$ cat config.mk
export PLATFORM = sky130hd
export DESIGN_NAME = double_ended_queue
export DESIGN_NICKNAME = d
export VERILOG_FILES = /design/src/design/deq_pkg.sv /design/src/design/deq_ctrl.sv /design/src/design/deq_datapath.sv /design/src/design/double_ended_queue.sv
export VERILOG_INCLUDE_DIRS = /design/src /design/src/design
export SDC_FILE = /design/constraint.sdc
export NUM_CORES = 1
export LEC_CHECK = 0
export BUFFER_PORTS_ARGS = -buffer_cell sky130_fd_sc_hd__buf_2
export CAP_MARGIN = 5
export CORE_UTILIZATION = 55
export CTS_BUF_LIST = sky130_fd_sc_hd__clkbuf_4 sky130_fd_sc_hd__clkbuf_8
export CTS_CLUSTER_DIAMETER = 120
export DETAILED_ROUTE_END_ITERATION = 8
export GPL_TIMING_DRIVEN = 0
export PLACE_DENSITY = 0.74
export SETUP_SLACK_MARGIN = 0.05
export SLEW_MARGIN = 20
export SYNTH_ARGS = -nofsm -noshare
export SYNTH_HDL_FRONTEND = slang
export SYNTH_SLANG_ARGS = --single-unit
$ cat constraint.sdc
create_clock -name clk -period 7 [get_ports clk]
set_clock_uncertainty 0.15 [all_clocks]
set_input_delay 0.7 -clock clk [delete_from_list [all_inputs] [get_ports clk]]
set_output_delay 0.7 -clock clk [all_outputs]
set_load 0.005 [all_outputs]
$ cat src/design/double_ended_queue_defines.svh
// Assertion macros shared by the deque modules.
`ifndef DOUBLE_ENDED_QUEUE_DEFINES_SVH
`define DOUBLE_ENDED_QUEUE_DEFINES_SVH

// Same-cycle implication, sampled on clk, off while rst_n is low.
`define DEQ_ASSERT_NOW(label, ante, cons, msg) \
    label: assert property (@(posedge clk) disable iff (!rst_n) (ante) |-> (cons)) \
        else $error(msg);

// Next-cycle implication, sampled on clk, off while rst_n is low.
`define DEQ_ASSERT_NEXT(label, ante, cons, msg) \
    label: assert property (@(posedge clk) disable iff (!rst_n) (ante) |=> (cons)) \
        else $error(msg);

`endif

$ cat src/design/deq_pkg.sv
// Shared types and constants of the double-ended queue.
package deq_pkg;

    localparam int CMD_W    = 3;
    localparam int VALUE_W  = 32;
    localparam int STATUS_W = 2;
    localparam int OCC_W    = 5;

    typedef enum logic [CMD_W-1:0] {
        CMD_PUSH_FRONT = 3'd0,
        CMD_PUSH_REAR  = 3'd1,
        CMD_POP_FRONT  = 3'd2,
        CMD_POP_REAR   = 3'd3,
        CMD_PEEK_FRONT = 3'd4,
        CMD_PEEK_REAR  = 3'd5
    } cmd_t;

    typedef enum logic [STATUS_W-1:0] {
        ST_OK    = 2'd0,
        ST_EMPTY = 2'd1,
        ST_FULL  = 2'd2
    } status_t;

    // Commands from the controller to the datapath.
    typedef struct packed {
        logic capture;
        logic execute;
    } deq_ctrl_t;

endpackage

$ cat src/design/deq_ctrl.sv
// Controller state machine: accept a word, run it through the datapath, present the result.
`include "double_ended_queue_defines.svh"

module deq_ctrl
    import deq_pkg::*;
(
    input  logic      clk,
    input  logic      rst_n,
    input  logic      req_valid,
    output logic      req_stall,
    output logic      rsp_valid,
    input  logic      rsp_stall,
    output deq_ctrl_t ctrl
);

    typedef enum logic [2:0] {
        S_IDLE = 3'b001,
        S_EXEC = 3'b010,
        S_RESP = 3'b100
    } state_t;

    state_t state_reg;
    state_t state_next;

    always_comb
    begin
        state_next = state_reg;
        case (state_reg)
            S_IDLE:
            begin
                if (req_valid)
                begin
                    state_next = S_EXEC;
                end
            end
            S_EXEC:
            begin
                state_next = S_RESP;
            end
            S_RESP:
            begin
                if (!rsp_stall)
                begin
                    state_next = S_IDLE;
                end
            end
            default:
            begin
                state_next = S_IDLE;
            end
        endcase
    end

    always_ff @(posedge clk or negedge rst_n)
    begin
        if (!rst_n)
        begin
            state_reg <= S_IDLE;
        end
        else
        begin
            state_reg <= state_next;
        end
    end

    assign req_stall    = (state_reg != S_IDLE);
    assign rsp_valid    = (state_reg == S_RESP);
    assign ctrl.capture = (state_reg == S_IDLE) && req_valid;
    assign ctrl.execute = (state_reg == S_EXEC);

    `DEQ_ASSERT_NEXT(a_capture_then_exec, ctrl.capture, ctrl.execute, "capture not followed by execute")
    `DEQ_ASSERT_NEXT(a_exec_then_resp, ctrl.execute, rsp_valid && req_stall, "execute not followed by result")

endmodule

$ cat src/design/deq_datapath.sv
// Datapath: ring store, front pointer, fill count and result registers.
`include "double_ended_queue_defines.svh"

module deq_datapath
    import deq_pkg::*;
#(
    parameter int CAPACITY  = 16,
    parameter int WORD_BITS = 32
)
(
    input  logic                      clk,
    input  logic                      rst_n,
    input  deq_ctrl_t                 ctrl,
    input  logic        [CMD_W-1:0]   cmd,
    input  logic signed [VALUE_W-1:0] value_in,
    output logic signed [VALUE_W-1:0] value_out,
    output logic        [STATUS_W-1:0] status,
    output logic        [OCC_W-1:0]   occupancy,
    output logic                      is_empty,
    output logic                      is_full
);

    localparam int PTR_W = $clog2(CAPACITY);
    localparam int CNT_W = $clog2(CAPACITY + 1);
    localparam int SUM_W = CNT_W + 1;

    logic [WORD_BITS-1:0] mem [CAPACITY];

    logic [CMD_W-1:0]     cmd_reg;
    logic [WORD_BITS-1:0] wdata_reg;
    logic [WORD_BITS-1:0] rd_data_reg;
    logic                 val_ok_reg;
    status_t              status_reg;
    logic [PTR_W-1:0]     head_reg;
    logic [PTR_W-1:0]     head_next;
    logic [CNT_W-1:0]     count_reg;
    logic [CNT_W-1:0]     count_next;

    logic                 empty;
    logic                 full;
    logic [PTR_W-1:0]     head_inc;
    logic [PTR_W-1:0]     head_dec;
    logic [SUM_W-1:0]     tail_sum;
    logic [SUM_W-1:0]     rear_sum;
    logic [PTR_W-1:0]     tail_idx;
    logic [PTR_W-1:0]     rear_idx;
    logic [PTR_W-1:0]     mem_addr;
    logic                 mem_we;
    logic                 mem_re;
    status_t              status_next;
    logic [63:0]          win_ext;
    logic [63:0]          rd_ext;
    logic [31:0]          occ_ext;

    assign empty = (count_reg == '0);
    assign full  = (count_reg == CNT_W'(CAPACITY));

    assign head_inc = (head_reg == PTR_W'(CAPACITY - 1)) ? '0 : head_reg + PTR_W'(1);
    assign head_dec = (head_reg == '0) ? PTR_W'(CAPACITY - 1) : head_reg - PTR_W'(1);

    // Wrap head + count (push rear) and head + count - 1 (rear word) into the ring.
    always_comb
    begin
        tail_sum = SUM_W'(head_reg) + SUM_W'(count_reg);
        if (tail_sum >= SUM_W'(CAPACITY))
        begin
            tail_sum = tail_sum - SUM_W'(CAPACITY);
        end
        rear_sum = SUM_W'(head_reg) + SUM_W'(count_reg) - SUM_W'(1);
        if (rear_sum >= SUM_W'(CAPACITY))
        begin
            rear_sum = rear_sum - SUM_W'(CAPACITY);
        end
    end

    assign tail_idx = tail_sum[PTR_W-1:0];
    assign rear_idx = rear_sum[PTR_W-1:0];

    always_comb
    begin
        head_next   = head_reg;
        count_next  = count_reg;
        mem_addr    = head_reg;
        mem_we      = 1'b0;
        mem_re      = 1'b0;
        status_next = ST_OK;
        case (cmd_reg)
            CMD_PUSH_FRONT:
            begin
                if (full)
                begin
                    status_next = ST_FULL;
                end
                else
                begin
                    mem_addr   = head_dec;
                    mem_we     = 1'b1;
                    head_next  = head_dec;
                    count_next = count_reg + CNT_W'(1);
                end
            end
            CMD_PUSH_REAR:
            begin
                if (full)
                begin
                    status_next = ST_FULL;
                end
                else
                begin
                    mem_addr   = tail_idx;
                    mem_we     = 1'b1;
                    count_next = count_reg + CNT_W'(1);
                end
            end
            CMD_POP_FRONT, CMD_PEEK_FRONT:
            begin
                if (empty)
                begin
                    status_next = ST_EMPTY;
                end
                else
                begin
                    mem_addr = head_reg;
                    mem_re   = 1'b1;
                    if (cmd_reg == CMD_POP_FRONT)
                    begin
                        head_next  = head_inc;
                        count_next = count_reg - CNT_W'(1);
                    end
                end
            end
            CMD_POP_REAR, CMD_PEEK_REAR:
            begin
                if (empty)
                begin
                    status_next = ST_EMPTY;
                end
                else
                begin
                    mem_addr = rear_idx;
                    mem_re   = 1'b1;
                    if (cmd_reg == CMD_POP_REAR)
                    begin
                        count_next = count_reg - CNT_W'(1);
                    end
                end
            end
            default:
            begin
                status_next = ST_OK;
            end
        endcase
    end

    assign win_ext = {32'b0, value_in};

    // Hold the accepted word until execute.
    always_ff @(posedge clk)
    begin
        if (ctrl.capture)
        begin
            cmd_reg   <= cmd;
            wdata_reg <= win_ext[WORD_BITS-1:0];
        end
    end

    always_ff @(posedge clk)
    begin
        if (ctrl.execute && mem_we)
        begin
            mem[mem_addr] <= wdata_reg;
        end
    end

    always_ff @(posedge clk)
    begin
        if (ctrl.execute && mem_re)
        begin
            rd_data_reg <= mem[mem_addr];
        end
    end

    always_ff @(posedge clk)
    begin
        if (ctrl.execute)
        begin
            val_ok_reg <= mem_re;
            status_reg <= status_next;
        end
    end

    always_ff @(posedge clk or negedge rst_n)
    begin
        if (!rst_n)
        begin
            head_reg  <= '0;
            count_reg <= '0;
        end
        else if (ctrl.execute)
        begin
            head_reg  <= head_next;
            count_reg <= count_next;
        end
    end

    assign rd_ext    = 64'(rd_data_reg);
    assign occ_ext   = 32'(count_reg);
    assign value_out = val_ok_reg ? rd_ext[VALUE_W-1:0] : '0;
    assign status    = status_reg;
    assign occupancy = occ_ext[OCC_W-1:0];
    assign is_empty  = empty;
    assign is_full   = full;

    `DEQ_ASSERT_NOW(a_count_in_range, 1'b1, count_reg <= CNT_W'(CAPACITY), "fill count above capacity")
    `DEQ_ASSERT_NEXT(a_push_grows, ctrl.execute && mem_we, count_reg == $past(count_reg) + CNT_W'(1), "push did not grow fill count")

endmodule

$ cat src/design/double_ended_queue.sv
// Top level of the bounded double-ended queue.
//
//  channel   valid      stall      payload
//  request   req_valid  req_stall  cmd, value_in
//  response  rsp_valid  rsp_stall  value_out, status, occupancy, is_empty, is_full
//
// A word passes through capture, one ring store access with registered read data,
// and the result stage, in that order; the result is offered after the execute step.
// req_stall is high from acceptance until the result is taken,
// so one word is in flight at a time.
// rsp_stall holds the result and the request side stays stalled meanwhile.
// Reset clears the front pointer and fill count; the ring store has no reset.
module double_ended_queue
    import deq_pkg::*;
#(
    parameter int CAPACITY  = 16,
    parameter int WORD_BITS = 32
)
(
    input  logic                       clk,
    input  logic                       rst_n,
    input  logic                       req_valid,
    output logic                       req_stall,
    input  logic        [CMD_W-1:0]    cmd,
    input  logic signed [VALUE_W-1:0]  value_in,
    output logic                       rsp_valid,
    input  logic                       rsp_stall,
    output logic signed [VALUE_W-1:0]  value_out,
    output logic        [STATUS_W-1:0] status,
    output logic        [OCC_W-1:0]    occupancy,
    output logic                       is_empty,
    output logic                       is_full
);

    deq_ctrl_t ctrl;

    deq_ctrl u_ctrl (
        .clk       (clk),
        .rst_n     (rst_n),
        .req_valid (req_valid),
        .req_stall (req_stall),
        .rsp_valid (rsp_valid),
        .rsp_stall (rsp_stall),
        .ctrl      (ctrl)
    );

    deq_datapath #(
        .CAPACITY  (CAPACITY),
        .WORD_BITS (WORD_BITS)
    ) u_datapath (
        .clk       (clk),
        .rst_n     (rst_n),
        .ctrl      (ctrl),
        .cmd       (cmd),
        .value_in  (value_in),
        .value_out (value_out),
        .status    (status),
        .occupancy (occupancy),
        .is_empty  (is_empty),
        .is_full   (is_full)
    );

endmodule

### Word level (Yosys, flattened, before mapping)

Memory sizes are Yosys's and may differ from the RTL's. A register that Yosys moved wholly into a read port is not among the register bits.
Cells that the tools add are included.

* add/sub/neg operators: 8
* magnitude comparators: 2
* multiplexer cells: 30
* reductions and logical operators: 15
* equality and inequality tests: 18

Operators by type and width (number)
* 2-to-1 mux 4 bit: 9
* 2-to-1 mux 32 bit: 1
* 2-to-1 mux 5 bit: 5
* case mux 5 bit (3 select lines): 1
* >= comparator 6 x 5 -> 1 bit (second input constant): 2
* case mux 4 bit (3 select lines): 1
* subtractor 4 x 1 -> 4 bit (second input constant): 3
* != test 2 bit (second input constant): 5
* equality test 3 x 2 -> 1 bit (second input constant): 3
* equality test 3 bit (second input constant): 3
* case mux 3 bit (3 select lines): 1
* case mux 4 bit (2 select lines): 1
* 2-to-1 mux 1 bit: 7
* AND reduction 7 bit: 1
* adder 4 x 5 -> 6 bit: 1
* equality test 3 x 1 -> 1 bit (second input constant): 2
* 2-to-1 mux 3 bit: 2
* OR reduction 2 bit: 3
* subtractor 6 x 1 -> 6 bit (second input constant): 1
* adder 5 x 1 -> 5 bit (second input constant): 1
* equality test 5 bit (second input constant): 1
* logical NOT 5 bit: 1
* subtractor 5 x 1 -> 5 bit (second input constant): 1
* adder 4 x 1 -> 4 bit (second input constant): 1
* other kinds (13): 16

* input bits: 39
* memories: 1
* word-level logic and storage cells: 81
* register bits after elaboration: 50
* memory bits (writable): 512
* output and inout port bits: 43

Memories
* u_datapath.mem: words 16, bits a word 32, read ports 1, clocked after Yosys merged registers in 1, write ports 1, line deq_datapath.sv:27 `logic [WORD_BITS-1:0] mem [CAPACITY];`

### Longest topological paths before layout

Gate-level depths: netlist (run 1).

* word-level depth: 6
* mapped depth: 13
* mapped depth without buffers: 11

### Cells and area by module

From an unflattened synthesis (run 1), not the netlist that was laid out.

* cells, all modules: 2616
* area, all modules: 31052.3 µm²

By module, submodules not included
* deq_datapath: area each 30870.9 µm², cells an instance 2603, seq. area each 17702.0 µm², instances 1
* deq_ctrl: area each 181.4 µm², cells an instance 13, seq. area each 76.3 µm², instances 1

### Worst setup path after synthesis (run 1)

OpenSTA, ideal clock, no wires.

* kind: register -> register
* from: register u_datapath.count_reg[1], in the netlist u_datapath.occupancy[1]
* to: memory u_datapath.mem[15][0] (enable)
* setup time: 0.502 ns
* arrival time: 5.446 ns
* cell stages (with the launch flop): 11
* required time: 6.348 ns
* path slack: 0.902 ns
* period minus slack after synthesis: 6.098 ns
* path buffers: 1
* cells stage by stage: dfrtp_1 > ha_1 > a21o_1 > a21oi_1 > mux2i_1 > xnor2_1 > mux2i_1 > o311ai_2 > buf_2 > nand2_1 > nor4_1

* cells in the longest elaborated chain, start to end: 6
* elaborated cells between the ends (all ways): 19
* those cells by class: 4 x add/sub; 2 x order compare; 1 x eq/ne; 10 x mux; 2 x reduce/logical

RTL lines
* start, declared: line deq_datapath.sv:36 `logic [CNT_W-1:0] count_reg;`
* start signal, assigned: line deq_datapath.sv:202 `count_reg <= count_next;`
* adder 4 x 5 -> 6 bit or equality test 5 bit (tied branches): line deq_datapath.sv:64, deq_datapath.sv:69, deq_datapath.sv:56
* subtractor 6 x 1 -> 6 bit or 2-to-1 mux 1 bit (tied branches): line deq_datapath.sv:69, deq_datapath.sv:90, deq_datapath.sv:104
* >= comparator 6 x 5 -> 1 bit, or another cell as far along: line deq_datapath.sv:70 `if (rear_sum >= SUM_W'(CAPACITY))`
* 2-to-1 mux 4 bit or logical AND 1 bit (tied branches): line deq_datapath.sv:70, deq_datapath.sv:169
* 2-to-1 mux 4 bit or 2-to-1 mux 1 bit (tied branches): line deq_datapath.sv:134, deq_datapath.sv:169
* case mux 4 bit (3 select lines) or 2-to-1 mux 1 bit (tied branches): line deq_datapath.sv:87, deq_datapath.sv:171
* end, declared: line deq_datapath.sv:27

Parallel ways exist; a longest one is shown, timed or not.

### Final worst setup path (run 1)

* from: register u_datapath.head_reg[1]
* to: memory u_datapath.mem[11][14] (enable)

* cells in the longest elaborated chain, start to end: 6
* elaborated cells between the ends (all ways): 15
* those cells by class: 5 x add/sub; 2 x order compare; 7 x mux; 1 x reduce/logical

RTL lines
* start, declared: line deq_datapath.sv:34 `logic [PTR_W-1:0] head_reg;`
* start signal, assigned: line deq_datapath.sv:201 `head_reg <= head_next;`
* adder 4 x 5 -> 6 bit: line deq_datapath.sv:64, deq_datapath.sv:69
* subtractor 6 x 1 -> 6 bit: line deq_datapath.sv:69 `rear_sum = SUM_W'(head_reg) + SUM_W'(count_reg) - SUM_W'(1);`
* >= comparator 6 x 5 -> 1 bit or subtractor 4 x 1 -> 4 bit (tied branches): line deq_datapath.sv:70, deq_datapath.sv:72
* 2-to-1 mux 4 bit: line deq_datapath.sv:70
* 2-to-1 mux 4 bit: line deq_datapath.sv:134 `if (empty)`
* case mux 4 bit (3 select lines) *: line deq_datapath.sv:87 `case (cmd_reg)`

Every way passes the cells marked *; elsewhere a longest branch is shown, timed or not.

==> results of run 1 <==
==> per-layer routing <==
| layer | part of all wire (%) | wire length [um] | global-route usage, % | vias up |
|---|---|---|---|---|
| met5 | 0 | 0 | 0 | - |
| met4 | 3.1 | 1800 | 10.2 | 0 |
| li1 | - | - | - | 6722 |
| met2 | 48 | 27700 | 43.2 | 782 |
| met1 | 40 | 22700 | 36.2 | 7254 |
| met3 | 9.0 | 5180 | 5.46 | 138 |
==> power breakdown <==
part	leakage [nW]	switching, mW	internal (mW)
Sequential	5.39	0.229	4.34
Clock	0.965	1.31	1.50
Combinational	3.14	3.98	1.68
==> worst max-delay path: cells and delay by family, from the launching register on <==
kind / cells / cell delay [ps]
AO/OA/AOI/OAI: 3 / 1220
XOR/XNOR: 1 / 140
adder cells (fa/ha/maj): 1 / 330
buffers and inverters: 4 / 1180
flip-flops: 1 / 610
multiplexers: 2 / 370
AND/OR/NAND/NOR: 2 / 810
==> layout by cell type (no fill, tap or decap), types with 11 or more instances in the layout <==
master    Yosys  final
nor2_1       28     20
clkbuf_1     11     11
a21oi_1      12     12
buf_2        76    182
nand4_1      65     65
clkinv_2      0     12
clkbuf_4      0     37
dfrtp_1      11     11
nand3_1     197    197
clkbuf_8      0     99
o21ai_1      34     34
and2_1       34     34
nand2_1     460    460
mux2i_1      35     35
clkinv_1      0     17
edfxtp_1    582    582
a32oi_1      32     32
buf_4         5     13
==> cells by family after synthesis <==
| group | synth area share [%] |
|---|---|
| AO/OA/AOI/OAI | 3.42 |
| XOR/XNOR | 0.469 |
| adder cells (fa/ha/maj) | 0.747 |
| buffers and inverters | 2.25 |
| flip-flops | 75.8 |
| multiplexers | 1.59 |
| AND/OR/NAND/NOR | 15.7 |
==> path summary, 6_finish.rpt <==
| check | start | to | slack, ps | cells after the start |
|---|---|---|---|---|
| setup reg to reg | u_datapath.head_reg[1]$_DFFE_PN0P_ | u_datapath.mem[11][14]$_DFFE_PP_ | 1850 | 13 |
| min in group asynchronous | rst_n | u_datapath.head_reg[0]$_DFFE_PN0P_ | 310 | 2 |
| max in group asynchronous | rst_n | u_ctrl.state_reg[0]$_DFFE_PN1P_ | 6110 | 2 |
| hold / removal | value_in[26] | u_datapath.wdata_reg[26]$_DFFE_PP_ | 70 | 1 |
| hold reg to reg | u_ctrl.state_reg[0]$_DFFE_PN1P_ | u_ctrl.state_reg[1]$_DFFE_PN0P_ | 420 | 1 |
| setup / recovery | u_datapath.head_reg[1]$_DFFE_PN0P_ | u_datapath.mem[11][14]$_DFFE_PP_ | 1850 | 13 |
==> area by class of cell <==
| cell class | instances | area share (%) |
|---|---|---|
| tap | 539 | 2.50 |
| clock inverter | 32 | 0.553 |
| multi-input combinational | 995 | 19.5 |
| buffer | 95 | 1.83 |
| timing repair buffer | 129 | 3.35 |
| inverter | 9 | 0.125 |
| sequential | 594 | 66.0 |
| clock buffer | 136 | 6.09 |
==> timing repair <==
item                                    in CTS  in global routing
resized for setup                            0                  0
hold endpoints to repair                    11                  0
endpoints found under the setup margin       0                  0
hold buffers                                 1                  0
==> results.md, run 1 <==
* Status: finished clean
* Cell with the most instances after synthesis: edfxtp_1
* Worst slew pin tran at 976 ps
* Setup-failing EPs final at 0
* Tcrit/Tclk final at 73.5%
* Later-pin clock latency in the skew report at between 600 and 700 ps
* Finished Cell Area at 26,900 um^2
* Core area at 42,000 um^2
* Placed cell area at ~25,000 um^2
* I/O Pins at 82
* Fill cell count at 3,048
* Crit path top cell by count: buf_2
* Post-Place Setup Slack at 1950 ps
* Pre-antenna DRT Iters at 5
* Wire per inst at 22.7 um
* Post-route ant nets at 0
* # nets final at 1,969
* Clock Sinks at 594
* CTS Buf Count at 94
* Worst min path class: input port to register
* Setup TNS at 0 ps
* Data required, critical path at 7180 ps
* Initial antenna violation count at 0
* Worst hold slack at 65.6 ps
* DIE HEIGHT at 209 um
* Slowest-stage cell, CP: o311ai_2
* Via count at 14,900
* GRT Util Overall at 26.8%
* Post-layout min period at 5150 ps
* Vias in the first global route at around 15,000
* Syn avg cell area at 13.9 um^2
* LEAKAGE at 9.50 nW
* Overflow after GRT at 0
* Cells after Synth at 1,693
* Pwr/cell area at 484 nW/um^2
* Yosys warnings at 0
* Register area share after synthesis at 75.8%
* Leading area contributor after synthesis: edfxtp_1
* Worst setup SP type: register
* TritonCTS clock tree: yes
* Die width at 209 um
* CP max FO at 10
* Die Area at 43,500 um^2
* Post-DP HPWL at 37,600 um
* Crit. End Element: register
* Row cnt at 75
* Layout cells sized above 1 at 20.1%
* Post-synth cell types at 60
* GPL Wtd Cong at 0.854
* Max Transition Viols Final at 0
* #FFs+latches synth at 594
* Worst setup margin at 1850 ps
* Final Instance Count excl. Fillers at 2,529
* Initial core utilization at 55.8%
* Aggregate routed wire length at 57,400 um
* 1st-iter DRT viols at 1,972
* CP Data Arrival Time at 5330 ps
* Register area at 17,800 um^2
* Max reg flops at 512
* Max Clk Rate at 194 MHz
* Mapped cell area at 23,500 um^2
* Top-area cell type share of the netlist area at 74.5%
* Tot Pwr at 13.0 mW
* PortBufs at 81
* Number of synthesized flops with an enable pin at 582
* Max-Cap Viols at 0
* Layout Utilization at between 60% and 70%
* Clock buffer depth at 3
* Synth Flop Type: edfxtp_1
* Worst path cell trace: ha_1 -> a21o_1 -> a21oi_1 -> mux2i_1 -> xnor2_1 -> mux2i_1 -> o311ai_2 -> buf_2 -> nand2_1 -> nor4_2 -> buf_4 -> buf_2 -> buf_2
* Pin count of the biggest net entering global routing at 24
* Rel. slew slack at 34.8%
* Mapped Nets at 1,744
* Final Hold Vio Count at 0
* Synthesis-to-finish area growth at 14.8%
* Placed instance count at 2,360
* Commonest cells in the netlist: edfxtp_1, nand2_1, nand3_1
* Area of the multi-input gates at about 5300 um^2
* N_diodes at 0
* Max incr delay on CP at 820 ps
* Max IR drop VDD at 0.352 mV
* WS Path Type: register to register
* Via density at about 5.9
* Area contributors post-synth: edfxtp_1, nand2_1, nand3_1, nand4_1, buf_2
* Clock-pin slew on the worst setup and hold paths at ~60 ps
* Root buf cell: clkbuf_8
* Setup Buffers After CTS at 0
* Post-synth ARST share at around 2.0%
* Global-route wire length before repair at 86,800 um
* DRC at 0
* RSZ-0062 raised after global routing: no
* H-Tree Level Count at 3
(Power assumes the default switching activity.)
==> run 2: changes to the inputs <==
==> constraint.sdc (replaced) <==
create_clock -name clk -period 5.02 [get_ports clk]
set_clock_uncertainty 0.15 [all_clocks]
set_input_delay 0.502 -clock clk [delete_from_list [all_inputs] [get_ports clk]]
set_output_delay 0.502 -clock clk [all_outputs]
set_load 0.005 [all_outputs]
==> results.md, run 2 (synthesized netlist as in run 1, its figures left out) <==
* Max Clk Rate at 209 MHz (+7.7%)
* Rel. slew slack at 37.2% (+2.4 points)
* Setup-failing EPs final at 0 (unchanged)
* Fill cell count at 2,981 (-2.2%)
* Wire per inst at 22.9 um (+1.1%)
* Worst r2r src: u_datapath.head_reg[1]$_DFFE_PN0P_
* Core area at 42,000 um^2 (unchanged)
* Power share of the clock group at 20.9% (-0.7 points)
* Max-Cap Viols at 0 (unchanged)
* Synthesis-to-finish area growth at 16.3%
* Most frequent cells in the layout: edfxtp_1, nand2_1, nand3_1, buf_2, clkbuf_8
* LEAKAGE at 9.59 nW (+0.93%)
* Data required, critical path at 5200 ps (-1980 ps)
* Placed instance count at 2,350 (-0.42%)
* Area of the multi-input gates at 5300 um^2 (+0.69%)
* Clock Sinks at 594 (unchanged)
* Reg2Reg Depth at 12 (-1)
* Final Instance Count excl. Fillers at 2,550 (+0.83%)
* GPL Wtd Cong at 0.869 (+1.8%)
* DIE HEIGHT at 209 um (unchanged)
* Row cnt at 75 (unchanged)
* CP Data Arrival Time at 4960 ps (-370 ps)
* Die Area at 43,500 um^2 (unchanged)
* CP Depth at 12 (-1)
* Post-layout min period at 4780 ps (-369 ps)
* WS Path Type: register to register
* 1st-iter DRT viols at 1,638 (-17%)
* H-Tree Level Count at 3 (unchanged)
* Clock-pin slew on the worst setup and hold paths at 60 ps (about the same)
* Clock buffer depth at 3 (unchanged)
* Max IR drop VDD at 0.459 mV (+31%)
* PortBufs at 81 (unchanged)
* Layout Utilization at 64.9% (+0.86 points)
* Crit path max-delay family: compound AO/OA/AOI/OAI gates
* Commonest non-fill, non-tap cell in the layout: edfxtp_1
* Worst hold slack at 126 ps (+60.8 ps)
* Post-route ant nets at 0 (unchanged)
* Int Pwr at 10.4 mW (+39%)
* TritonCTS clock tree: yes
* Tcrit/Tclk final at 95.2% (+22 points)
* Later-pin clock latency in the skew report at 650 ps (about the same)
* Root buf cell: clkbuf_8
* Initial core utilization at 55.8% (unchanged)
* Worst setup SP type: register
* # nets final at 1,995 (+1.3%)
* Worst min path class: input port to async pin
* Die width at 209 um (unchanged)
* Pre-antenna DRT Iters at 6 (+1)
* Max Transition Viols Final at 0 (unchanged)
* Worst Path Buf+Inv at 3 (-1)
* Flop pwr share at 34.9% (-0.2 points)
* Via density at 5.91 (+0.41%)
* CTS Buf Count at 93 (-1.1%)
* Slowest-stage cell, CP: nor4_4
* Max reg flops at 512 (unchanged)
* Combinational group share of total power at 44.3% (+0.9 points)
* Switching Share at 43.0% (+0.66 points)
* N_diodes at 0 (unchanged)
* Global-route wire length before repair at 87,000 um (+0.23%)
* Worst path cell trace: ha_1 -> a21o_1 -> a21oi_1 -> mux2i_1 -> xnor2_1 -> mux2i_1 -> o311ai_4 -> buf_2 -> nand2_1 -> nor4_4 -> buf_8 -> buf_4
* Max incr delay on CP at 610 ps (-210 ps)
* Crit path top cell by count: mux2i_1
* Vias in the first global route at 15,100 (+1.2%)
* CP max FO at 10 (unchanged)
* Crit. End Element: register
* DRC at 0 (unchanged)
* Layout cells sized above 1 at 18.6% (-1.5 points)
* Status: finished clean
* Worst slew pin tran at 939 ps (-37.4 ps)
* Initial antenna violation count at 0 (unchanged)
* Via count at 15,100 (+1.2%)
* CP startpoint: u_datapath.head_reg[1]$_DFFE_PN0P_
* Setup Buffers After CTS at 0 (unchanged)
* Aggregate routed wire length at 58,500 um (+1.9%)
* Overflow after GRT at 0 (unchanged)
* Post-DP HPWL at 38,000 um (+1.2%)
* Pin count of the biggest net entering global routing at 22 (-8.3%)
* RSZ-0062 raised after global routing: no
* Switching power at 7.86 mW (+42%)
* Final Hold Vio Count at 0 (unchanged)
* I/O Pins at 82 (unchanged)
* Pwr/cell area at 670 nW/um^2 (+38%)
* GRT Util Overall at 27.1% (+0.30 points)
* Register area at 17,800 um^2 (unchanged)
-- run 2: routing by layer --
layer  GRT usage [%]  share of wire (%)  vias to the layer above
met2            44.1                 48                      792
met4            13.9                4.5                        0
met5               0                  0                        -
li1                -                  -                     6783
met1            35.1                 39                     7335
met3            4.91                8.2                      171
-- run 2: path summary, 6_finish.rpt --
| kind | end | slack, ps |
|---|---|---|
| min | u_datapath.head_reg[2]$_DFFE_PN0P_ | 130 |
| min reg2reg | u_ctrl.state_reg[1]$_DFFE_PN0P_ | 410 |
| max reg2reg | u_datapath.mem[11][14]$_DFFE_PP_ | 240 |
| max | u_datapath.mem[11][14]$_DFFE_PP_ | 240 |
| min in group clk | u_datapath.wdata_reg[0]$_DFFE_PP_ | 410 |
| max in group asynchronous | u_ctrl.state_reg[0]$_DFFE_PN1P_ | 4300 |
-- run 2: area by class of cell --
class	count	area share [%]
repair buffers	156	4.75
well taps	539	2.47
multi-input cells	995	19.4
flip-flops and latches	594	65.1
plain buffers	95	1.81
clock inverters	47	0.977
inverters	9	0.124
clock buffers	115	5.32
-- run 2: worst reg2reg max path, cell delays in order (launching register included) --
cell and delay [ps]:
dfrtp_1 590, ha_1 320, a21o_1 160, a21oi_1 260, mux2i_1 350, xnor2_1 160, mux2i_1 130, o311ai_4 550
buf_2 400, nand2_1 290, nor4_4 610, buf_8 250, buf_4 250
-- run 2: power by group through the flow --
stage | registers (mW) | clock network, mW | logic [mW]
finish | 6.38 | 3.82 | 8.10
global placement | 6.46 | 0 | 7.57
CTS | 6.37 | 3.87 | 8.00
floorplan | 6.35 | 0 | 4.96
detailed placement | 6.47 | 0 | 7.92
global route | 6.41 | 4.08 | 8.64
-- run 2: per-stage QoR --
step                area, um^2  setup TNS, ps  worst slack [ps]  total power [mW]
floorplan                23500         -58040              -907              11.3
global placement         24600        -817410             -4230              14.0
detailed placement       25200              0               107              14.4
CTS                      27300              0              84.8              18.2
global route             27300              0              73.2              19.1
finish                   27300              0               241              18.3
-- run 2: what timing repair did --
action                                  CTS  global route
resized for setup                         0             1
hold buffers                             38             0
endpoints found under the setup margin    0            32
hold endpoints to repair                 49             0
